==> src/hw/rtl/dapph_pkg.sv <==
// ----------------------------------------------------------------------------
// dapph_pkg
// Shared widths, register indexes, command codes and types of the dual-axis
// PID position hold block.
// ----------------------------------------------------------------------------
package dapph_pkg;

    // fixed-point formats
    localparam int TIME_FRAC = 10;                    // frame time fraction bits
    localparam int GAIN_FRAC = 12;                    // gain fraction bits
    localparam int FRAC      = TIME_FRAC + GAIN_FRAC; // controller sum fraction bits

    // field widths
    localparam int POS_W      = 16;
    localparam int DT_W       = 16;
    localparam int GAIN_W     = 16;
    localparam int ILIM_W     = 15;
    localparam int OLIM_W     = 9;
    localparam int CMD_W      = 11;
    localparam int CFG_IDX_W  = 3;
    localparam int CFG_DATA_W = 16;

    // internal widths
    localparam int ERR_W  = POS_W + 1;                 // setpoint - position
    localparam int DIFF_W = ERR_W + 1;                 // error - last error
    localparam int MAGD_W = ERR_W;                     // |diff| < 2^ERR_W
    localparam int INT_W  = ILIM_W + TIME_FRAC + 2;    // integral state
    localparam int MA_W   = INT_W + 1;                 // multiplier signed operand
    localparam int MB_W   = GAIN_W + 1;                // gain/dt, zero-extended
    localparam int MP_W   = MA_W + MB_W;               // product
    localparam int ASUM_W = ERR_W + DT_W + 2;          // integral + err*dt
    localparam int MAG_W  = MAGD_W + GAIN_W;           // |diff| * gain_d
    localparam int NUM_W  = MAG_W + 2 * TIME_FRAC;     // dividend, quotient
    localparam int SUM_W  = NUM_W + 3;                 // controller sum
    localparam int OX_W   = OLIM_W + 1;                // clamped loop output

    localparam logic [CMD_W-1:0] STICK_MID = CMD_W'(1500);
    localparam logic [SUM_W-1:0] ROUND_MASK = SUM_W'((64'd1 << FRAC) - 64'd1);

    // sequencing
    localparam int DIV_STEPS = NUM_W;
    localparam int CNT_W     = $clog2(DIV_STEPS);
    localparam int STEP_W    = 4;

    typedef enum logic [CFG_IDX_W-1:0] {
        REG_GAIN_P     = 3'd0,
        REG_GAIN_I     = 3'd1,
        REG_GAIN_D     = 3'd2,
        REG_INT_LIMIT  = 3'd3,
        REG_OUT_LIMIT  = 3'd4,
        REG_SETPOINT_X = 3'd5,
        REG_SETPOINT_Y = 3'd6,
        REG_DEPTH_THR  = 3'd7
    } t_cfg_reg;

    typedef struct packed {
        logic        [GAIN_W-1:0] gain_p;
        logic        [GAIN_W-1:0] gain_i;
        logic        [GAIN_W-1:0] gain_d;
        logic        [ILIM_W-1:0] integral_limit;
        logic        [OLIM_W-1:0] output_limit;
        logic signed [POS_W-1:0]  setpoint_x;
        logic signed [POS_W-1:0]  setpoint_y;
        logic signed [POS_W-1:0]  depth_threshold;
    } t_cfg;

    typedef enum logic [2:0] {
        OP_NONE,
        OP_LOAD,
        OP_ERR,
        OP_MUL,
        OP_DIV,
        OP_ADD_D,
        OP_CLAMP,
        OP_OUT
    } t_op;

    // multiply steps; every step after the first also consumes the product of the step before
    typedef enum logic [STEP_W-1:0] {
        MS_ERR_DT_X  = 4'd0,
        MS_ERR_DT_Y  = 4'd1,
        MS_DIFF_GD_X = 4'd2,
        MS_DIFF_GD_Y = 4'd3,
        MS_ERR_GP_X  = 4'd4,
        MS_ERR_GP_Y  = 4'd5,
        MS_INT_GI_X  = 4'd6,
        MS_INT_GI_Y  = 4'd7,
        MS_LAST      = 4'd8
    } t_mstep;

    typedef struct packed {
        t_op    op;
        t_mstep step;
    } t_cmd;

endpackage

==> src/hw/rtl/dapph_ctrl.sv <==
// ----------------------------------------------------------------------------
// dapph_ctrl
// Sequencer: input accept, multiply steps, divide iterations, output register
// valid.
// ----------------------------------------------------------------------------
module dapph_ctrl (
    input  logic            i_clk,
    input  logic            i_rst_n,
    input  logic            i_in_valid,
    output logic            o_in_stall,
    output logic            o_out_valid,
    input  logic            i_out_stall,
    output dapph_pkg::t_cmd o_cmd
);
    import dapph_pkg::*;

    typedef enum logic [2:0] {
        S_IDLE,
        S_ERR,
        S_MUL,
        S_DIV,
        S_ADD_D,
        S_CLAMP,
        S_OUT
    } t_state;

    t_state           r_state;
    logic [CNT_W-1:0] r_cnt;
    logic             r_out_valid;
    logic             s_out_free;

    assign s_out_free  = !r_out_valid || !i_out_stall;
    assign o_in_stall  = (r_state != S_IDLE);
    assign o_out_valid = r_out_valid;

    always_comb begin
        o_cmd.op   = OP_NONE;
        o_cmd.step = MS_ERR_DT_X;
        case (r_state)
            S_IDLE:  o_cmd.op = i_in_valid ? OP_LOAD : OP_NONE;
            S_ERR:   o_cmd.op = OP_ERR;
            S_MUL: begin
                o_cmd.op   = OP_MUL;
                o_cmd.step = t_mstep'(r_cnt[STEP_W-1:0]);
            end
            S_DIV:   o_cmd.op = OP_DIV;
            S_ADD_D: o_cmd.op = OP_ADD_D;
            S_CLAMP: o_cmd.op = OP_CLAMP;
            S_OUT:   o_cmd.op = s_out_free ? OP_OUT : OP_NONE;
            default: o_cmd.op = OP_NONE;
        endcase
    end

    always_ff @(posedge i_clk) begin
        if (!i_rst_n) begin
            r_state     <= S_IDLE;
            r_cnt       <= '0;
            r_out_valid <= 1'b0;
        end else begin
            if (r_state == S_OUT && s_out_free) begin
                r_out_valid <= 1'b1;
            end else if (!i_out_stall) begin
                r_out_valid <= 1'b0;
            end
            case (r_state)
                S_IDLE: begin
                    if (i_in_valid) begin
                        r_state <= S_ERR;
                    end
                end
                S_ERR: begin
                    r_cnt   <= '0;
                    r_state <= S_MUL;
                end
                S_MUL: begin
                    if (r_cnt[STEP_W-1:0] == MS_LAST) begin
                        r_cnt   <= '0;
                        r_state <= S_DIV;
                    end else begin
                        r_cnt <= r_cnt + CNT_W'(1);
                    end
                end
                S_DIV: begin
                    if (r_cnt == CNT_W'(DIV_STEPS - 1)) begin
                        r_cnt   <= '0;
                        r_state <= S_ADD_D;
                    end else begin
                        r_cnt <= r_cnt + CNT_W'(1);
                    end
                end
                S_ADD_D: r_state <= S_CLAMP;
                S_CLAMP: r_state <= S_OUT;
                S_OUT: begin
                    if (s_out_free) begin
                        r_state <= S_IDLE;
                    end
                end
                default: r_state <= S_IDLE;
            endcase
        end
    end

endmodule

==> src/hw/rtl/dapph_datapath.sv <==
// ----------------------------------------------------------------------------
// dapph_datapath
// Two PID lanes around one shared multiplier and two bit-serial dividers,
// plus the result payload register.
// ----------------------------------------------------------------------------
module dapph_datapath (
    input  logic                                i_clk,
    input  logic                                i_rst_n,
    input  dapph_pkg::t_cmd                     i_cmd,
    input  dapph_pkg::t_cfg                     i_cfg,
    input  logic signed [dapph_pkg::POS_W-1:0]  i_pos_x,
    input  logic signed [dapph_pkg::POS_W-1:0]  i_pos_y,
    input  logic signed [dapph_pkg::POS_W-1:0]  i_depth_z,
    input  logic                                i_hold_request,
    input  logic        [dapph_pkg::DT_W-1:0]   i_delta_time,
    output logic        [dapph_pkg::CMD_W-1:0]  o_roll_cmd,
    output logic        [dapph_pkg::CMD_W-1:0]  o_pitch_cmd
);
    import dapph_pkg::*;

    // captured item
    logic signed [POS_W-1:0]  r_pos   [2];
    logic signed [POS_W-1:0]  r_depth;
    logic                     r_hold;
    logic        [DT_W-1:0]   r_dt;

    // per-lane working registers
    logic signed [ERR_W-1:0]  r_err   [2];
    logic        [MAGD_W-1:0] r_dmag  [2];
    logic                     r_dneg  [2];
    logic                     r_neutral;
    logic signed [MP_W-1:0]   r_prod;
    logic signed [INT_W-1:0]  r_integ [2];
    logic signed [ERR_W-1:0]  r_last  [2];
    logic signed [SUM_W-1:0]  r_sum   [2];
    logic        [NUM_W-1:0]  r_quo   [2];
    logic        [DT_W-1:0]   r_rem   [2];
    logic signed [OX_W-1:0]   r_ox    [2];
    logic        [CMD_W-1:0]  r_cmd_out [2];

    logic signed [POS_W-1:0]  s_sp    [2];
    logic signed [ERR_W-1:0]  s_err   [2];
    logic signed [DIFF_W-1:0] s_diff  [2];
    logic signed [DIFF_W-1:0] s_dabs  [2];
    logic signed [MA_W-1:0]   s_ma;
    logic signed [MB_W-1:0]   s_mb;
    logic signed [MP_W-1:0]   s_mul;
    logic signed [SUM_W-1:0]  s_prod_ext;
    logic signed [SUM_W-1:0]  s_pterm;
    logic signed [ASUM_W-1:0] s_ilim;
    logic signed [ASUM_W-1:0] s_asum  [2];
    logic signed [INT_W-1:0]  s_acc   [2];
    logic        [DT_W:0]     s_trial [2];
    logic                     s_ge    [2];
    logic        [DT_W-1:0]   s_rem_n [2];
    logic signed [SUM_W-1:0]  s_q     [2];
    logic signed [SUM_W-1:0]  s_d     [2];
    logic signed [SUM_W-1:0]  s_olim;
    logic signed [SUM_W-1:0]  s_cl    [2];
    logic signed [SUM_W-1:0]  s_trunc [2];
    logic        [CMD_W-1:0]  s_out   [2];

    assign s_sp[0] = i_cfg.setpoint_x;
    assign s_sp[1] = i_cfg.setpoint_y;

    // error and derivative difference
    always_comb begin
        for (int k = 0; k < 2; k++) begin
            s_err[k]  = {s_sp[k][POS_W-1], s_sp[k]} - {r_pos[k][POS_W-1], r_pos[k]};
            s_diff[k] = {s_err[k][ERR_W-1], s_err[k]} - {r_last[k][ERR_W-1], r_last[k]};
            s_dabs[k] = s_diff[k][DIFF_W-1] ? -s_diff[k] : s_diff[k];
        end
    end

    // shared multiplier operand select
    always_comb begin
        s_ma = '0;
        s_mb = '0;
        case (i_cmd.step)
            MS_ERR_DT_X: begin
                s_ma = {{(MA_W-ERR_W){r_err[0][ERR_W-1]}}, r_err[0]};
                s_mb = {1'b0, r_dt};
            end
            MS_ERR_DT_Y: begin
                s_ma = {{(MA_W-ERR_W){r_err[1][ERR_W-1]}}, r_err[1]};
                s_mb = {1'b0, r_dt};
            end
            MS_DIFF_GD_X: begin
                s_ma = {{(MA_W-MAGD_W){1'b0}}, r_dmag[0]};
                s_mb = {1'b0, i_cfg.gain_d};
            end
            MS_DIFF_GD_Y: begin
                s_ma = {{(MA_W-MAGD_W){1'b0}}, r_dmag[1]};
                s_mb = {1'b0, i_cfg.gain_d};
            end
            MS_ERR_GP_X: begin
                s_ma = {{(MA_W-ERR_W){r_err[0][ERR_W-1]}}, r_err[0]};
                s_mb = {1'b0, i_cfg.gain_p};
            end
            MS_ERR_GP_Y: begin
                s_ma = {{(MA_W-ERR_W){r_err[1][ERR_W-1]}}, r_err[1]};
                s_mb = {1'b0, i_cfg.gain_p};
            end
            MS_INT_GI_X: begin
                s_ma = {{(MA_W-INT_W){r_integ[0][INT_W-1]}}, r_integ[0]};
                s_mb = {1'b0, i_cfg.gain_i};
            end
            MS_INT_GI_Y: begin
                s_ma = {{(MA_W-INT_W){r_integ[1][INT_W-1]}}, r_integ[1]};
                s_mb = {1'b0, i_cfg.gain_i};
            end
            default: begin
                s_ma = '0;
                s_mb = '0;
            end
        endcase
    end

    assign s_mul      = s_ma * s_mb;
    assign s_prod_ext = {{(SUM_W-MP_W){r_prod[MP_W-1]}}, r_prod};
    assign s_pterm    = s_prod_ext <<< TIME_FRAC;

    // integral accumulate and clamp
    assign s_ilim = {{(ASUM_W-ILIM_W-TIME_FRAC){1'b0}}, i_cfg.integral_limit,
                     {TIME_FRAC{1'b0}}};

    always_comb begin
        for (int k = 0; k < 2; k++) begin
            s_asum[k] = {{(ASUM_W-INT_W){r_integ[k][INT_W-1]}}, r_integ[k]}
                      + r_prod[ASUM_W-1:0];
            if (s_asum[k] > s_ilim) begin
                s_acc[k] = s_ilim[INT_W-1:0];
            end else if (s_asum[k] < -s_ilim) begin
                s_acc[k] = INT_W'(-s_ilim);
            end else begin
                s_acc[k] = s_asum[k][INT_W-1:0];
            end
        end
    end

    // restoring divide, one quotient bit per lane per cycle
    always_comb begin
        for (int k = 0; k < 2; k++) begin
            s_trial[k] = {r_rem[k], r_quo[k][NUM_W-1]};
            s_ge[k]    = (s_trial[k] >= {1'b0, r_dt});
            s_rem_n[k] = s_ge[k] ? DT_W'(s_trial[k] - {1'b0, r_dt})
                                 : s_trial[k][DT_W-1:0];
        end
    end

    // derivative term, output clamp, truncation toward zero
    assign s_olim = {{(SUM_W-OLIM_W-FRAC){1'b0}}, i_cfg.output_limit, {FRAC{1'b0}}};

    always_comb begin
        for (int k = 0; k < 2; k++) begin
            s_q[k] = {{(SUM_W-NUM_W){1'b0}}, r_quo[k]};
            if (r_dt == '0) begin
                s_d[k] = '0;
            end else begin
                s_d[k] = r_dneg[k] ? -s_q[k] : s_q[k];
            end
            if (r_sum[k] > s_olim) begin
                s_cl[k] = s_olim;
            end else if (r_sum[k] < -s_olim) begin
                s_cl[k] = -s_olim;
            end else begin
                s_cl[k] = r_sum[k];
            end
            if (s_cl[k] < 0) begin
                s_trunc[k] = (s_cl[k] + ROUND_MASK) >>> FRAC;
            end else begin
                s_trunc[k] = s_cl[k] >>> FRAC;
            end
            s_out[k] = r_neutral ? STICK_MID
                     : STICK_MID + {{(CMD_W-OX_W){r_ox[k][OX_W-1]}}, r_ox[k]};
        end
    end

    always_ff @(posedge i_clk) begin
        if (!i_rst_n) begin
            for (int k = 0; k < 2; k++) begin
                r_integ[k] <= '0;
                r_last[k]  <= '0;
            end
        end else begin
            case (i_cmd.op)
                OP_LOAD: begin
                    r_pos[0] <= i_pos_x;
                    r_pos[1] <= i_pos_y;
                    r_depth  <= i_depth_z;
                    r_hold   <= i_hold_request;
                    r_dt     <= i_delta_time;
                end
                OP_ERR: begin
                    for (int k = 0; k < 2; k++) begin
                        r_err[k]  <= s_err[k];
                        r_dmag[k] <= s_dabs[k][MAGD_W-1:0];
                        r_dneg[k] <= s_diff[k][DIFF_W-1];
                    end
                    r_neutral <= r_hold || (r_depth < i_cfg.depth_threshold);
                end
                OP_MUL: begin
                    r_prod <= s_mul;
                    case (i_cmd.step)
                        MS_ERR_DT_Y:  r_integ[0] <= s_acc[0];
                        MS_DIFF_GD_X: r_integ[1] <= s_acc[1];
                        MS_DIFF_GD_Y: begin
                            r_quo[0] <= {r_prod[MAG_W-1:0], {(2*TIME_FRAC){1'b0}}};
                            r_rem[0] <= '0;
                        end
                        MS_ERR_GP_X: begin
                            r_quo[1] <= {r_prod[MAG_W-1:0], {(2*TIME_FRAC){1'b0}}};
                            r_rem[1] <= '0;
                        end
                        MS_ERR_GP_Y:  r_sum[0] <= s_pterm;
                        MS_INT_GI_X:  r_sum[1] <= s_pterm;
                        MS_INT_GI_Y:  r_sum[0] <= r_sum[0] + s_prod_ext;
                        MS_LAST:      r_sum[1] <= r_sum[1] + s_prod_ext;
                        default: ;
                    endcase
                end
                OP_DIV: begin
                    for (int k = 0; k < 2; k++) begin
                        r_rem[k] <= s_rem_n[k];
                        r_quo[k] <= {r_quo[k][NUM_W-2:0], s_ge[k]};
                    end
                end
                OP_ADD_D: begin
                    for (int k = 0; k < 2; k++) begin
                        r_sum[k] <= r_sum[k] + s_d[k];
                    end
                end
                OP_CLAMP: begin
                    for (int k = 0; k < 2; k++) begin
                        r_ox[k] <= s_trunc[k][OX_W-1:0];
                    end
                end
                OP_OUT: begin
                    for (int k = 0; k < 2; k++) begin
                        r_cmd_out[k] <= s_out[k];
                        r_last[k]    <= r_err[k];
                    end
                end
                default: ;
            endcase
        end
    end

    assign o_roll_cmd  = r_cmd_out[0];
    assign o_pitch_cmd = r_cmd_out[1];

endmodule

==> src/hw/rtl/dual_axis_pid_position_hold.sv <==
// ----------------------------------------------------------------------------
// dual_axis_pid_position_hold
// Two PID loops with shared gains turn a tracked target position into roll
// and pitch stick commands around mid-stick 1500.
// ----------------------------------------------------------------------------
// Usage:
//   Input channel (i_in_valid / o_in_stall) carries one frame item: pos_x,
//   pos_y, depth_z, hold_request and delta_time. Output channel
//   (o_out_valid / i_out_stall) carries one result item per input item:
//   roll_cmd and pitch_cmd. The config channel (i_cfg_valid / o_cfg_ready)
//   writes gains, limits, setpoints and the depth threshold by index; it is
//   always ready and is meant to be written while no item is in flight.
//   From input accept to o_out_valid an item passes an error step,
//   9 steps through the one shared multiplier, 53 iterations of the
//   bit-serial derivative dividers (one quotient bit a cycle, x and y lanes
//   in parallel), then derivative add, clamp and output load.
//   One item at a time: the next item is taken only in the cycle after the
//   result is loaded, even while that result is stalled.
//   A stalled result holds in the output register; a second result waits
//   in the last step until the register frees up.
//   Reset (synchronous, active low) clears the integrals, last errors and
//   sequencer, and loads the register defaults. No clearing pass.
// ----------------------------------------------------------------------------
module dual_axis_pid_position_hold (
    input  logic                                    i_clk,
    input  logic                                    i_rst_n,
    // input items
    input  logic                                    i_in_valid,
    output logic                                    o_in_stall,
    input  logic signed [dapph_pkg::POS_W-1:0]      i_pos_x,
    input  logic signed [dapph_pkg::POS_W-1:0]      i_pos_y,
    input  logic signed [dapph_pkg::POS_W-1:0]      i_depth_z,
    input  logic                                    i_hold_request,
    input  logic        [dapph_pkg::DT_W-1:0]       i_delta_time,
    // result items
    output logic                                    o_out_valid,
    input  logic                                    i_out_stall,
    output logic        [dapph_pkg::CMD_W-1:0]      o_roll_cmd,
    output logic        [dapph_pkg::CMD_W-1:0]      o_pitch_cmd,
    // configuration writes
    input  logic                                    i_cfg_valid,
    output logic                                    o_cfg_ready,
    input  logic        [dapph_pkg::CFG_IDX_W-1:0]  i_cfg_index,
    input  logic        [dapph_pkg::CFG_DATA_W-1:0] i_cfg_data
);
    import dapph_pkg::*;

    t_cfg r_cfg;
    t_cfg n_cfg;
    t_cmd s_cmd;

    // register file: always ready, bits above a field's width are dropped
    assign o_cfg_ready = 1'b1;

    always_comb begin
        n_cfg = r_cfg;
        if (i_cfg_valid) begin
            case (t_cfg_reg'(i_cfg_index))
                REG_GAIN_P:     n_cfg.gain_p          = i_cfg_data;
                REG_GAIN_I:     n_cfg.gain_i          = i_cfg_data;
                REG_GAIN_D:     n_cfg.gain_d          = i_cfg_data;
                REG_INT_LIMIT:  n_cfg.integral_limit  = i_cfg_data[ILIM_W-1:0];
                REG_OUT_LIMIT:  n_cfg.output_limit    = i_cfg_data[OLIM_W-1:0];
                REG_SETPOINT_X: n_cfg.setpoint_x      = i_cfg_data;
                REG_SETPOINT_Y: n_cfg.setpoint_y      = i_cfg_data;
                REG_DEPTH_THR:  n_cfg.depth_threshold = i_cfg_data;
                default: ;
            endcase
        end
    end

    always_ff @(posedge i_clk) begin
        if (!i_rst_n) begin
            r_cfg.gain_p          <= GAIN_W'(1393);
            r_cfg.gain_i          <= '0;
            r_cfg.gain_d          <= GAIN_W'(819);
            r_cfg.integral_limit  <= ILIM_W'(200);
            r_cfg.output_limit    <= OLIM_W'(50);
            r_cfg.setpoint_x      <= '0;
            r_cfg.setpoint_y      <= '0;
            r_cfg.depth_threshold <= POS_W'(20);
        end else begin
            r_cfg <= n_cfg;
        end
    end

    // sequencer: owns the input and output handshakes and drives one command per cycle
    dapph_ctrl u_ctrl (
        .i_clk       (i_clk),
        .i_rst_n     (i_rst_n),
        .i_in_valid  (i_in_valid),
        .o_in_stall  (o_in_stall),
        .o_out_valid (o_out_valid),
        .i_out_stall (i_out_stall),
        .o_cmd       (s_cmd)
    );

    // both PID lanes, the shared multiplier, dividers and result register
    dapph_datapath u_datapath (
        .i_clk          (i_clk),
        .i_rst_n        (i_rst_n),
        .i_cmd          (s_cmd),
        .i_cfg          (r_cfg),
        .i_pos_x        (i_pos_x),
        .i_pos_y        (i_pos_y),
        .i_depth_z      (i_depth_z),
        .i_hold_request (i_hold_request),
        .i_delta_time   (i_delta_time),
        .o_roll_cmd     (o_roll_cmd),
        .o_pitch_cmd    (o_pitch_cmd)
    );

    // accepted item makes the block busy on the next cycle
    a_busy_after_accept: assert property (@(posedge i_clk) disable iff (!i_rst_n)
        (i_rst_n && i_in_valid && !o_in_stall) |=> o_in_stall)
        else $error("input not stalled after accept");

    // result register is only loaded when it is empty or being drained
    a_no_overwrite: assert property (@(posedge i_clk) disable iff (!i_rst_n)
        (s_cmd.op == OP_OUT) |-> (!o_out_valid || !i_out_stall))
        else $error("pending result overwritten");

    // no result can show up the cycle right after an accept
    a_no_early_result: assert property (@(posedge i_clk) disable iff (!i_rst_n)
        (i_rst_n && i_in_valid && !o_in_stall && !o_out_valid) |=> !o_out_valid)
        else $error("result valid too early");

endmodule

==> config.mk <==
export PLATFORM = sky130hd
export DESIGN_NAME = dual_axis_pid_position_hold
export DESIGN_NICKNAME = d
export VERILOG_FILES = /design/src/hw/rtl/dapph_pkg.sv /design/src/hw/rtl/dapph_ctrl.sv /design/src/hw/rtl/dapph_datapath.sv /design/src/hw/rtl/dual_axis_pid_position_hold.sv
export SDC_FILE = /design/constraint.sdc
export NUM_CORES = 2
export LEC_CHECK = 0
export BUFFER_PORTS_ARGS = -buffer_cell sky130_fd_sc_hd__buf_2
export CAP_MARGIN = 20
export CORE_MARGIN = 2
export CORE_UTILIZATION = 55
export DETAILED_ROUTE_END_ITERATION = 10
export PLACE_DENSITY = 0.8
export RECOVER_POWER = 50
export SLEW_MARGIN = 25
export SYNTH_ARGS = -nofsm -noshare
export SYNTH_HDL_FRONTEND = slang
export SYNTH_SLANG_ARGS = --single-unit
==> constraint.sdc <==
create_clock -name i_clk -period 8.3 [get_ports i_clk]
set_input_delay 0.83 -clock i_clk [delete_from_list [all_inputs] [get_ports i_clk]]
set_output_delay 0.83 -clock i_clk [all_outputs]
set_load 0.005 [all_outputs]
==> flow_summary.toml <==
[placement]
dp_hpwl_um = 194000
placed_area_mm2 = 0.0763
place.gp.congestion = 1.02
io_buffers = 112
placedCellCount = 10100

[floorplan]
start_util_pct = 55.4
ios = 114
die_area_mm2 = 0.135
num_rows = 133
fp.dieW_um = 368
die_h_um = 368
core_mm2 = 0.131

[timing]
fin_crit_sh_pct = 96.6
timing_max_transition_violations_final = 587
fin_skew_ps = 84.3
hold_viol = 0
min_period_ps = 8020
fmax_ghz = 0.125
setup_viol = 0
worstMarginPinSlew_ps = 4610
max_slew_margin_pct = -208

[run]
cap_violations = 11

[final_layout]
layout-drive-gt1-share_pct = 7.38
area_growth_pct = 8.91
nets = 9643
fin_area_mm2 = 0.0794
final_cell_count_no_fill = 10300

[yosys]
synth_area_mm2 = 0.0729
ys_async_sr_fraction_pct = 0
synth-seq-cells = 691
ys_dominant_reg_cell = "edfxtp_1"
synthCells = 8335
synth_area_per_cell_um2 = 8.75
ys_types = 92
synth_enable_flop_cells = 561
ys_warn_count = 0
synthesis.nets = 9545
ys_seq_area_share_pct = 26.7

[hold_path]
hold_path_depth = 1
min_to = "u_datapath.r_pos[0][26]$_DFFE_PP_"
hp-start = "i_pos_y[10]"
hold_path.class = "input port to flip-flop"

[routing]
drt_pre_antenna_iters = 6
routedWlPerCell_um = 23.8
ant_nets = 0
drt_iter0_drc = 6590
wl_um = 245000
drc = 0
via_per_inst = 6.28
vias = 64500

[run_status]
status = "finished, violations left"
violations = "max-capacitance violations, max-slew violations"

[worst_setup_path]
critPathCaptureType = "flip-flop"
reg2reg_from = "u_ctrl.r_cnt[0]$_SDFFE_PN0P_"
path_class = "flip-flop to flip-flop"
cp.required_ps = 8720
critPathMaxFanout = 35
startpoint_type = "flip-flop"
startpoint = "u_ctrl.r_cnt[0]$_SDFFE_PN0P_"
r2r-end = "u_datapath.r_prod[41]$_DFFE_PP_"
arrival_ps = 8440
reg2reg_depth = 27
r2r_slack_ps = 280

[clock_tree]
hold_buffers = 0
cts_buffer_depth = 3
cts_num_sinks = 691
path_clk_slew_ps = 70
clk_root_buffer_cell = "clkbuf_16"
htreeDepth = 3
insertion_delay_ps = 760
cts_made_buffers = 83
cts_tree = "done"

[global_routing]
grt_usage_pct = 35.3
grt_overflow = 0
grt_antenna_before_repair = 8
grt_pass1_vias = 62700
grt_pass1_wl_um = 369000
grt_max_degree = 110

[pwr]
power_density_mw_per_mm2 = 357
ir_drop_v = 0.000563
p_leak_uw = 0.0342
-- layout make-up --
| type | instances | area (um2) |
|---|---|---|
| clock inverters | 58 | 759 |
| diodes | 6 | 15.0 |
| flip-flops and latches | 691 | 19500 |
| clock buffers | 98 | 2150 |
| well taps | 1755 | 2200 |
| inverters | 818 | 3070 |
| repair buffers | 347 | 2390 |
| fillers | 11300 | 52100 |
| multi-input cells | 6492 | 49300 |
-- worst max-delay path by stage --
stage,end,slack [ps]
after floorplan,u_datapath.r_prod[43]$_DFFE_PP_,40
after global placement,u_datapath.r_prod[43]$_DFFE_PP_,-8
after detailed placement,u_datapath.r_prod[43]$_DFFE_PP_,90
after CTS,u_datapath.r_prod[42]$_DFFE_PP_,100
after global routing,u_datapath.r_prod[40]$_DFFE_PP_,-40
final,u_datapath.r_prod[41]$_DFFE_PP_,280
-- layer usage --
layer  up-vias  part of all wire (%)  GRT usage [%]
li1      29600                     -              -
met1     31000                    39           44.4
met2      3216                    45           56.3
met3       716                   9.5           7.05
met4         4                   6.8           21.0
met5         -                 0.011              0
-- kinds of logic after synthesis --
kind of cell | after synthesis | synth area share, %
AND/OR/NAND/NOR | 2722 | 17.2
adder cells (fa/ha/maj) | 1121 | 23.7
other | 1 | 0.00514
XOR/XNOR | 533 | 6.42
multiplexers | 143 | 2.06
buffers and inverters | 1152 | 5.96
AO/OA/AOI/OAI | 1972 | 17.9
flip-flops | 691 | 26.7
-- synthesized netlist by cell type, drive strengths merged (140+ instances only) --
cell type  number  area share [%]
fa            435              12
clkbuf        310             1.6
nor2          732             3.8
nand3         140            0.96
ha            686              12
inv           818             4.2
o21ai         381             2.6
xnor2         275             3.3
nand2        1014             5.2
a21o          172             1.8
edfxtp        561              23
xor2          257             3.1
a21oi         488             3.4
-- what timing repair did --
action | CTS | global route
gates resized for setup | 1 | 26
endpoints found under the setup margin | 1 | 15
pin swaps | 0 | 4
setup buffers | 0 | 13
gates cloned | 0 | 1
-- metrics by stage --
stage	util, %	power [uW]	setup TNS (ps)	setup WS (ps)	hold slack [ps]
floorplan	-	18500	0	42.6	437
global placement	58.0	23300	-7.92	-7.92	451
detailed placement	58.0	23800	0	88.3	459
CTS	60.3	27900	0	102	207
global route	60.4	30600	-81.7	-39.9	234
finish	60.4	28300	0	280	240
-- state kept, by name, summed over array words and instances (netlist names), 6 cells and up --
| register | count |
|---|---|
| r_cfg | 120 |
| u_datapath.r_sum | 112 |
| u_datapath.r_quo | 106 |
| u_datapath.r_integ | 54 |
| u_datapath.r_prod | 45 |
| u_datapath.r_dmag | 34 |
| u_datapath.r_err | 34 |
| u_datapath.r_last | 34 |
| u_datapath.r_pos | 32 |
| u_datapath.r_rem | 32 |
| u_datapath.r_cmd_out | 22 |
| u_datapath.r_ox | 20 |
| u_datapath.r_depth | 16 |
| u_datapath.r_dt | 16 |
| u_ctrl.r_cnt | 6 |
-- cells in the final DEF (no fill, tap or decap), types with 84 or more instances in the layout --
| master | n |
|---|---|
| clkbuf_16 | 84 |
| a21o_1 | 172 |
| edfxtp_1 | 561 |
| nand3_1 | 139 |
| nor2_1 | 723 |
| buf_4 | 206 |
| inv_1 | 818 |
| a21oi_1 | 485 |
| buf_2 | 92 |
| mux2i_1 | 88 |
| nor2b_1 | 85 |
| ha_1 | 686 |
| xor2_1 | 257 |
| o21ai_0 | 355 |
| nor3_1 | 132 |
| fa_1 | 435 |
| nand4_1 | 93 |
| a21boi_0 | 135 |
| nand2_1 | 1014 |
| dfxtp_1 | 128 |
| a211oi_1 | 89 |
| xnor2_1 | 275 |
-- power breakdown --
group / switching [uW] / internal, uW
sequential: 355 / 4700
combinational: 11100 / 8180
clock: 1700 / 2240
-- worst max-delay path, cell delays in order, from the launching register on --
cell	delay, ps
dfxtp_2	390
buf_6	380
mux2_2	440
a221oi_1	630
buf_4	240
nor2_1	60
fa_1	520
inv_1	50
fa_1	530
inv_1	40
ha_1	220
fa_1	500
fa_1	500
inv_1	60
fa_1	530
inv_1	50
ha_1	360
a211o_1	280
a211oi_1	340
o31ai_1	190
a21oi_2	280
o31ai_4	130
a31oi_1	190
o21ai_0	90
buf_4	160
a211o_1	250
a21oi_1	170
xnor2_1	100
Power figures use the tool's default switching activity.
